**src/sv/sfs_pkg.sv**
```systemverilog
// ----------------------------------------------------------------------------
// sfs_pkg
// Types and constants shared by the sprite frame sequencer and its channels.
// ----------------------------------------------------------------------------
package sfs_pkg;

   localparam int MAX_FRAMES = 256;
   localparam int FRAME_CAP  = (MAX_FRAMES < 256) ? MAX_FRAMES : 256;

   localparam int ELAPSED_W = 16;
   localparam int FRAME_W   = 8;
   localparam int COUNT_W   = 9;
   localparam int PERIOD_W  = 24;
   localparam int CD_W      = PERIOD_W + 1;
   localparam int MODE_W    = 2;
   localparam int CSR_IDX_W = 2;
   localparam int CSR_DAT_W = PERIOD_W;

   localparam logic [COUNT_W-1:0] FRAME_CAP_C = COUNT_W'(FRAME_CAP);

   typedef enum logic [MODE_W-1:0] {
      MODE_ONCE          = 2'd0,
      MODE_RESTART       = 2'd1,
      MODE_PINGPONG      = 2'd2,
      MODE_PINGPONG_ONCE = 2'd3
   } repeat_mode_type;

   typedef enum logic [CSR_IDX_W-1:0] {
      CSR_FRAME_COUNT  = 2'd0,
      CSR_FRAME_PERIOD = 2'd1,
      CSR_REPEAT_MODE  = 2'd2,
      CSR_PAUSE        = 2'd3
   } csr_index_type;

   typedef struct packed {
      logic [FRAME_W-1:0] frame_index;
      logic               backward;
      logic               finished;
      logic               stepped;
   } result_type;

endpackage

```
**src/sv/sfs_req_if.sv**
```systemverilog
// ----------------------------------------------------------------------------
// sfs_req_if
// Tick request channel: valid/ready handshake carrying the elapsed time.
// ----------------------------------------------------------------------------
interface sfs_req_if;
   logic                           valid;
   logic                           ready;
   logic [sfs_pkg::ELAPSED_W-1:0]  elapsed;

   modport source (output valid, output elapsed, input ready);
   modport sink   (input valid, input elapsed, output ready);
endinterface

```
**src/sv/sfs_rsp_if.sv**
```systemverilog
// ----------------------------------------------------------------------------
// sfs_rsp_if
// Result channel: valid/ready handshake carrying the frame state of one tick.
// ----------------------------------------------------------------------------
interface sfs_rsp_if;
   logic                          valid;
   logic                          ready;
   logic [sfs_pkg::FRAME_W-1:0]   frame_index;
   logic                          backward;
   logic                          finished;
   logic                          stepped;

   modport source (output valid, output frame_index, output backward,
                   output finished, output stepped, input ready);
   modport sink   (input valid, input frame_index, input backward,
                   input finished, input stepped, output ready);
endinterface

```
**src/sv/sprite_frame_sequencer_unit.sv**
```systemverilog
// ----------------------------------------------------------------------------
// sprite_frame_sequencer_unit
// Sprite animation frame sequencer with once, restart, ping-pong and ping-pong-once modes.
// ----------------------------------------------------------------------------
// Each tick request passes two registers from acceptance to result: the input
// register, then the result register. The countdown subtract, expiry compare
// and frame step are combinational between the two, so one request is taken
// every clock cycle unless the response channel stalls; the input register keeps
// taking requests while a result waits on a stalled response channel, until both stages are full.
module sprite_frame_sequencer_unit (
   input  logic                            clock,
   input  logic                            reset,
   sfs_req_if.sink                         req,
   sfs_rsp_if.source                       rsp,
   input  logic                            csr_we,
   input  logic [sfs_pkg::CSR_IDX_W-1:0]   csr_index,
   input  logic [sfs_pkg::CSR_DAT_W-1:0]   csr_wdata
);
   import sfs_pkg::*;

   logic [COUNT_W-1:0]   frame_count_ff;
   logic [PERIOD_W-1:0]  frame_period_ff;
   repeat_mode_type      repeat_mode_ff;
   logic                 pause_ff;

   logic [CD_W-1:0]      countdown_ff, countdown_in;
   logic [FRAME_W-1:0]   frame_ff, frame_in;
   logic                 reverse_ff, reverse_in;
   logic                 ended_ff, ended_in;

   logic                 in_valid_ff;
   logic [ELAPSED_W-1:0] in_elapsed_ff;
   logic                 out_valid_ff;
   result_type           out_ff, out_in;

   logic                 move;
   logic                 active;
   logic                 expire;
   logic [CD_W-1:0]      diff;
   logic [FRAME_W-1:0]   last;
   logic [COUNT_W-1:0]   next;

   // configuration registers
   always_ff @(posedge clock) begin
      if (reset) begin
         frame_count_ff  <= COUNT_W'(1);
         frame_period_ff <= PERIOD_W'(1);
         repeat_mode_ff  <= MODE_ONCE;
         pause_ff        <= 1'b0;
      end else if (csr_we) begin
         unique case (csr_index_type'(csr_index))
            CSR_FRAME_COUNT:  frame_count_ff  <= csr_wdata[COUNT_W-1:0];
            CSR_FRAME_PERIOD: frame_period_ff <= csr_wdata[PERIOD_W-1:0];
            CSR_REPEAT_MODE:  repeat_mode_ff  <= repeat_mode_type'(csr_wdata[MODE_W-1:0]);
            CSR_PAUSE:        pause_ff        <= csr_wdata[0];
            default: ;
         endcase
      end
   end

   assign move      = in_valid_ff && (!out_valid_ff || rsp.ready);
   assign req.ready = !in_valid_ff || move;

   always_comb begin
      if (frame_count_ff == '0) begin
         last = '0;
      end else if (frame_count_ff > FRAME_CAP_C) begin
         last = FRAME_W'(FRAME_CAP_C - COUNT_W'(1));
      end else begin
         last = FRAME_W'(frame_count_ff - COUNT_W'(1));
      end
   end

   always_comb begin
      active = !ended_ff && !pause_ff;
      diff   = countdown_ff - {{(CD_W-ELAPSED_W){1'b0}}, in_elapsed_ff};
      expire = active && (diff[CD_W-1] || (diff == '0));
      next   = {1'b0, frame_ff} + COUNT_W'(1);

      countdown_in = countdown_ff;
      frame_in     = frame_ff;
      reverse_in   = reverse_ff;
      ended_in     = ended_ff;

      if (expire) begin
         countdown_in = {1'b0, frame_period_ff};
         if (!reverse_ff) begin
            if (next > {1'b0, last}) begin
               case (repeat_mode_ff)
                  MODE_ONCE: begin
                     frame_in = last;
                     ended_in = 1'b1;
                  end
                  MODE_RESTART: frame_in = '0;
                  default: begin
                     frame_in   = (last != '0) ? last - FRAME_W'(1) : '0;
                     reverse_in = 1'b1;
                  end
               endcase
            end else begin
               frame_in = next[FRAME_W-1:0];
            end
         end else if (frame_ff == '0) begin
            case (repeat_mode_ff)
               MODE_RESTART: frame_in = last;
               MODE_PINGPONG: begin
                  frame_in   = (last != '0) ? FRAME_W'(1) : last;
                  reverse_in = 1'b0;
               end
               default: begin
                  frame_in = '0;
                  ended_in = 1'b1;
               end
            endcase
         end else begin
            frame_in = frame_ff - FRAME_W'(1);
         end
      end else if (active) begin
         countdown_in = diff;
      end

      out_in.frame_index = frame_in;
      out_in.backward    = reverse_in;
      out_in.finished    = ended_in;
      out_in.stepped     = expire;
   end

   // sequencer state and pipeline control
   always_ff @(posedge clock) begin
      if (reset) begin
         countdown_ff <= '0;
         frame_ff     <= '0;
         reverse_ff   <= 1'b0;
         ended_ff     <= 1'b0;
         in_valid_ff  <= 1'b0;
         out_valid_ff <= 1'b0;
      end else begin
         if (move) begin
            countdown_ff <= countdown_in;
            frame_ff     <= frame_in;
            reverse_ff   <= reverse_in;
            ended_ff     <= ended_in;
         end
         if (req.valid && req.ready) begin
            in_valid_ff <= 1'b1;
         end else if (move) begin
            in_valid_ff <= 1'b0;
         end
         if (move) begin
            out_valid_ff <= 1'b1;
         end else if (rsp.ready) begin
            out_valid_ff <= 1'b0;
         end
      end
   end

   // payload registers
   always_ff @(posedge clock) begin
      if (req.valid && req.ready) begin
         in_elapsed_ff <= req.elapsed;
      end
      if (move) begin
         out_ff <= out_in;
      end
   end

   assign rsp.valid       = out_valid_ff;
   assign rsp.frame_index = out_ff.frame_index;
   assign rsp.backward    = out_ff.backward;
   assign rsp.finished    = out_ff.finished;
   assign rsp.stepped     = out_ff.stepped;

   a_ended_sticky: assert property (@(posedge clock) disable iff (reset)
      ended_ff |=> ended_ff)
      else $error("ended flag cleared without reset");

   a_countdown_nonneg: assert property (@(posedge clock) disable iff (reset)
      !countdown_ff[CD_W-1])
      else $error("stored countdown went negative");

   a_input_holds: assert property (@(posedge clock) disable iff (reset)
      in_valid_ff && !move |=> in_valid_ff && $stable(in_elapsed_ff))
      else $error("stalled tick lost from input register");

   a_result_loaded: assert property (@(posedge clock) disable iff (reset)
      move |=> out_valid_ff)
      else $error("result register not loaded after move");

endmodule

```
**src/flat_wrapper.sv**
```systemverilog
// flat-port wrapper written by rule: the top's interface ports become plain ports
module sprite_frame_sequencer_unit_flat import sfs_pkg::*;
  (clock, reset, csr_we, csr_index, csr_wdata, req_valid, req_elapsed, req_ready, rsp_valid, rsp_frame_index, rsp_backward, rsp_finished, rsp_stepped, rsp_ready);
  sfs_req_if req_i ();
  sfs_rsp_if rsp_i ();
  input  logic clock;
  input  logic reset;
  input  logic csr_we;
  input  logic [sfs_pkg::CSR_IDX_W-1:0] csr_index;
  input  logic [sfs_pkg::CSR_DAT_W-1:0] csr_wdata;
  input wire logic [$bits(req_i.valid)-1:0] req_valid;
  input wire logic [$bits(req_i.elapsed)-1:0] req_elapsed;
  output wire logic [$bits(req_i.ready)-1:0] req_ready;
  output wire logic [$bits(rsp_i.valid)-1:0] rsp_valid;
  output wire logic [$bits(rsp_i.frame_index)-1:0] rsp_frame_index;
  output wire logic [$bits(rsp_i.backward)-1:0] rsp_backward;
  output wire logic [$bits(rsp_i.finished)-1:0] rsp_finished;
  output wire logic [$bits(rsp_i.stepped)-1:0] rsp_stepped;
  input wire logic [$bits(rsp_i.ready)-1:0] rsp_ready;
  assign req_i.valid = req_valid;
  assign req_i.elapsed = req_elapsed;
  assign req_ready = req_i.ready;
  assign rsp_valid = rsp_i.valid;
  assign rsp_frame_index = rsp_i.frame_index;
  assign rsp_backward = rsp_i.backward;
  assign rsp_finished = rsp_i.finished;
  assign rsp_stepped = rsp_i.stepped;
  assign rsp_i.ready = rsp_ready;
  sprite_frame_sequencer_unit u_core (.clock(clock), .reset(reset), .req(req_i), .rsp(rsp_i), .csr_we(csr_we), .csr_index(csr_index), .csr_wdata(csr_wdata));
endmodule
```
**config.mk**
```make
export PLATFORM = sky130hd
export DESIGN_NAME = sprite_frame_sequencer_unit_flat
export DESIGN_NICKNAME = d
export VERILOG_FILES = /design/src/sv/sfs_pkg.sv /design/src/sv/sfs_req_if.sv /design/src/sv/sfs_rsp_if.sv /design/src/sv/sprite_frame_sequencer_unit.sv /design/src/flat_wrapper.sv
export SDC_FILE = /design/constraint.sdc
export NUM_CORES = 1
export LEC_CHECK = 0
export ABC_AREA = 1
export BUFFER_PORTS_ARGS = -buffer_cell sky130_fd_sc_hd__buf_2
export CORE_ASPECT_RATIO = 1.2
export CORE_MARGIN = 10
export CORE_UTILIZATION = 60
export DETAILED_ROUTE_END_ITERATION = 8
export PLACE_DENSITY = 0.8
export REMOVE_ABC_BUFFERS = 1
export SKIP_CTS_REPAIR_TIMING = 1
export SKIP_LAST_GASP = 1
export SLEW_MARGIN = 0
export SYNTH_ARGS = -nofsm -noshare
export SYNTH_HDL_FRONTEND = slang
export SYNTH_SLANG_ARGS = --single-unit
export TNS_END_PERCENT = 100
```
**constraint.sdc**
```tcl
create_clock -name clock -period 6.9 [get_ports clock]
set_input_delay 1.38 -clock clock [delete_from_list [all_inputs] [get_ports clock]]
set_output_delay 1.38 -clock clock [all_outputs]
set_load 0.005 [all_outputs]
```
Word level (Yosys, flattened, before mapping)
Cells that the tools add are included.
- add/sub/neg operators: 5
- magnitude comparators: 2
- eq/ne operators: 5
- mux-type cells: 28
- reductions and logical operators: 27
- operator list (kind ; count):
    $mux W8 ; 8
    $mux W25 ; 2
    $pmux W8 S2 ; 2
    $logic_not A25 Y1 ; 1
    $sub A25 B16 Y25 ; 1
    $sub A8 B1 Y8 const B ; 3
    $mux W1 ; 16
    $reduce_and A2 Y1 ; 5
    $add A8 B1 Y9 const B ; 1
    $gt A9 B8 Y1 ; 1
    $gt A9 B9 Y1 const B ; 1
    $logic_not A9 Y1 ; 1
    $logic_not A8 Y1 ; 1
    $reduce_bool A8 Y1 ; 1
    $eq A2 B2 Y1 const B ; 3
    $reduce_bool A2 Y1 ; 3
    $eq A2 B1 Y1 const B ; 2
    $logic_and A1 B1 Y1 ; 4
    $logic_not A1 Y1 ; 4
    $logic_not A2 Y1 ; 2
    $reduce_or A2 Y1 ; 2
    $logic_or A1 B1 Y1 ; 3
- bits in registers: 100
- bits of input ports: 47
- output and inout bits: 13
- logic and storage cells: 82

Longest topological paths before layout
- word-level depth: 9
- gate-level depth with buffers: 24

Least setup slack after synthesis
Ideal clock, no wire load.
- kind: in2out
- start: input rsp_ready
- end: output req_ready
- data arrival time: 1.529 ns
- data required time: 5.520 ns
- setup slack: 3.991 ns
- stages on the path: 2
- cell sequence: inv_1 > nand3_1
- longest elaborated chain between the ends: 3
- ends and longest elaborated chain (item ; line ; source):
    start: declaration ; flat_wrapper.sv:19 ; input wire logic [$bits(rsp_i.ready)-1:0] rsp_ready;
    $logic_or A1 B1 Y1 ; sprite_frame_sequencer_unit.sv:61 ; assign move = in_valid_ff && (!out_valid_ff || rsp.ready);
    $logic_and A1 B1 Y1 ; sprite_frame_sequencer_unit.sv:61 ;
    $logic_or A1 B1 Y1 ; sprite_frame_sequencer_unit.sv:62 ; assign req.ready = !in_valid_ff || move;
    end: declaration ; flat_wrapper.sv:13 ; output wire logic [$bits(req_i.ready)-1:0] req_ready;
No other way between the ends.

Worst setup path after layout
- start: register u_core.frame_ff[0]
- end: register u_core.frame_ff[6]
- longest elaborated chain between the ends: 5
- elaborated cells between the ends (all ways): 8
- ends and longest elaborated chain (item ; line ; source):
    start: declaration ; sprite_frame_sequencer_unit.sv:27 ; logic [FRAME_W-1:0] frame_ff, frame_in;
    start signal: assignment ; sprite_frame_sequencer_unit.sv:140 ; frame_ff <= frame_in;
    $add A8 B1 Y9 ; sprite_frame_sequencer_unit.sv:78 ; next = {1'b0, frame_ff} + COUNT_W'(1);
    $gt A9 B8 Y1 ; sprite_frame_sequencer_unit.sv:88 ; if (next > {1'b0, last}) begin
    $mux W8 ; sprite_frame_sequencer_unit.sv:88 ;
    $mux W8 * ; sprite_frame_sequencer_unit.sv:87 ; if (!reverse_ff) begin
    $mux W8 * ; sprite_frame_sequencer_unit.sv:85 ; if (expire) begin
Every way passes the cells marked *; elsewhere a longest branch is shown, timed or not.
A chain may end at the register's enable or synchronous reset.

==> flow_summary.toml <==
[status]
status = "completed"

[worst_setup_path]
cp_num_buf_inv = 4
max_stage_delay_ns = 0.42
crit_chain = "inv_1 > nor3_1 > nand3_1 > nor3_1 > xor2_1 > inv_1 > ha_1 > nand3_1 > nor2_1 > a21oi_1 > nand2_1 > nand2_1 > nand2_1 > nand2_1 > inv_1 > nand3_1 > o21ai_0 > nand2_1 > nand3_1 > nand2_1 > inv_1"
start_kind = "flip-flop"
crit_family = "simple AND/OR/NAND/NOR gates"
end_kind = "flip-flop"
path_class = "reg -> reg"
worstPathArrival_ns = 3.96
cp_common_cell = "nand2_1"
cp.required_ns = 7.19
path_max_fanout = 8
cp_slowest_cell = "dfxtp_1"

[synthesis]
synth_top_area_cell = "dfxtp_1"
synthFlopType = "dfxtp_1"
synth_edf_count = 27
syn_area_per_cell_um2 = 6.43
ys_ff_latch = 100
ys_top_cells_by_area = "dfxtp_1, nand2_1, edfxtp_1, inv_1, nand3_1"
syn_area_mm2 = 0.00670
synth_common_cells = "nand2_1, inv_1, nand3_1, a21oi_1, dfxtp_1"
synth_top_area_share = 0.218
async_flop_share = 0
yosysMostFrequentCell = "nand2_1"
yosysWarnings = 0
synth_cells = 1042
ys_seq_area_frac = 0.339
yosysUniqueCellTypes = 34

[timing]
post-route-period-util = 0.531
drv_slew = 0
fmax_mhz = 273
rsz0062_at_grt = "false"
worst_slack_ns = 3.23
worst-slew-pin-transition_ns = 0.999
hold_slack_ns = 0.456
setup_violations = 0
setup-tns-final_ns = 0
skew_ns = 0.0101
relSlewSlack = 0.333
finalHoldViolations = 0
fin_crit_ns = 3.67

[detailed_routing]
vias = 6555
ant_nets = 0
drt_pass1_iterations = 5
drt_wl_total_um = 17300
drc_errors = 0
drt_iter0_drc = 463
wire_per_inst_um = 14.1
viasPerCell = 5.35

[clock_tree]
htreeDepth = 3
cts_root_buffer = "clkbuf_16"
clk_path_buf_depth = 2
clock-sinks = 100
numCtsBuffers = 9
worst_skew_pair.late_latency_ns = 0.35
clk_pin_slew_worst_paths_ns = 0.07
tritoncts = "built"

[final_layout]
finalInstanceArea_mm2 = 0.00737
areaGrowthSynthToFinish_pct = 10.0
finalNonFillerCells = 1225
final_layout_size_suffix_gt1_frac = 0.0778
final_core_util = 0.671
nets = 1170
diodes = 0

[job]
cap_violations = 0

[floorplanning]
start_util = 0.610
coreArea_mm2 = 0.0110
rows = 42
die_h_um = 136
ios = 60
die_area_mm2 = 0.0158
die_w_um = 116

[place]
dp_hpwl_um = 13500
placed_cell_area_mm2 = 0.00705
gp_congestion = 0.966
dpl_worst_slack_ns = 3.27
io_buffers = 59
placedCellCount = 1209

[global_routing]
grt_pass1_vias = 6318
track_usage = 0.224
grt_max_degree = 46
overflow = 0
antenna_found_initial = 0
grt_pass1_wl_um = 28800

[power]
p_per_area_mw_per_mm2 = 314
power.total_mw = 2.31
p_leak_nw = 3.75
peakVddDrop_uv = 212

[hold_path]
hp-class = "reg -> reg"
==> per-layer routing <==
layer,track usage,part of all wire,up-vias
met2,0.398,0.51,177
met1,0.251,0.41,2911
met3,0.0377,0.042,45
li1,-,-,3422
met5,0,0,-
met4,0.112,0.044,0
==> area by class of cell <==
class                           instances  area, um2
Tap cell                              132        165
Sequential cell                       100       2270
Clock buffer                           11        254
Clock inverter                          5       63.8
Inverter                              187        702
Multi-Input combinational cell        728       3590
Timing Repair Buffer                   62        318
Fill cell                            1025       3610
==> report_power, final <==
group          internal (mW)  switching [mW]  total, mW
clock network          0.307           0.224      0.531
registers              0.687          0.0479      0.734
logic                  0.336           0.711       1.05
total                   1.33           0.983       2.31
==> cell usage in the layout (no fill, tap or decap), types with 10 or more instances in the layout <==
master	n
nand2_1	295
inv_1	182
nand3_1	111
a21oi_1	94
dfxtp_1	73
nor2_1	68
o21ai_0	63
buf_2	59
ha_1	34
edfxtp_1	27
nand4_1	18
xor2_1	14
clkbuf_16	10
==> sequential cells by signal, indices dropped and copies added (netlist names) <==
name / count
u_core.frame_count_ff: 9
u_core.rsp.stepped: 1
u_core.in_elapsed_ff: 16
u_core.pause_ff: 1
u_core.frame_ff: 8
u_core.repeat_mode_ff: 2
u_core.rsp.backward: 1
u_core.rsp.valid: 1
u_core.countdown_ff: 25
u_core.reverse_ff: 1
u_core.rsp.finished: 1
u_core.rsp.frame_index: 8
u_core.frame_period_ff: 24
u_core.in_valid_ff: 1
u_core.ended_ff: 1
==> final timing paths <==
kind	endpoint	startpoint	depth (start not counted)	slack [ns]
min reg2reg	u_core.frame_period_ff[6]$_SDFFE_PP0P_	u_core.frame_period_ff[6]$_SDFFE_PP0P_	2	0.46
max reg2reg	u_core.frame_ff[6]$_SDFFE_PP0P_	u_core.frame_ff[0]$_SDFFE_PP0P_	21	3.23
max	u_core.frame_ff[6]$_SDFFE_PP0P_	u_core.frame_ff[0]$_SDFFE_PP0P_	21	3.23
min	u_core.frame_period_ff[6]$_SDFFE_PP0P_	u_core.frame_period_ff[6]$_SDFFE_PP0P_	2	0.46
==> logic make-up after synthesis <==
group	Yosys count	share of synthesized area
buf+inv	214	0.124
simple gates	508	0.319
flops	100	0.339
compound gates	168	0.129
fa+ha+maj	35	0.0665
xor+xnor	17	0.0222
==> worst reg2reg max path, cell delays in order, from the launching register on <==
cell	delay, ns
dfxtp_1	0.42
inv_1	0.19
nor3_1	0.34
nand3_1	0.17
nor3_1	0.21
xor2_1	0.19
inv_1	0.08
ha_1	0.30
nand3_1	0.08
nor2_1	0.17
a21oi_1	0.09
nand2_1	0.06
nand2_1	0.06
nand2_1	0.10
nand2_1	0.16
inv_1	0.21
nand3_1	0.12
o21ai_0	0.31
nand2_1	0.15
nand3_1	0.10
nand2_1	0.07
inv_1	0.05
No activity file was read; power rests on OpenSTA's default activity.
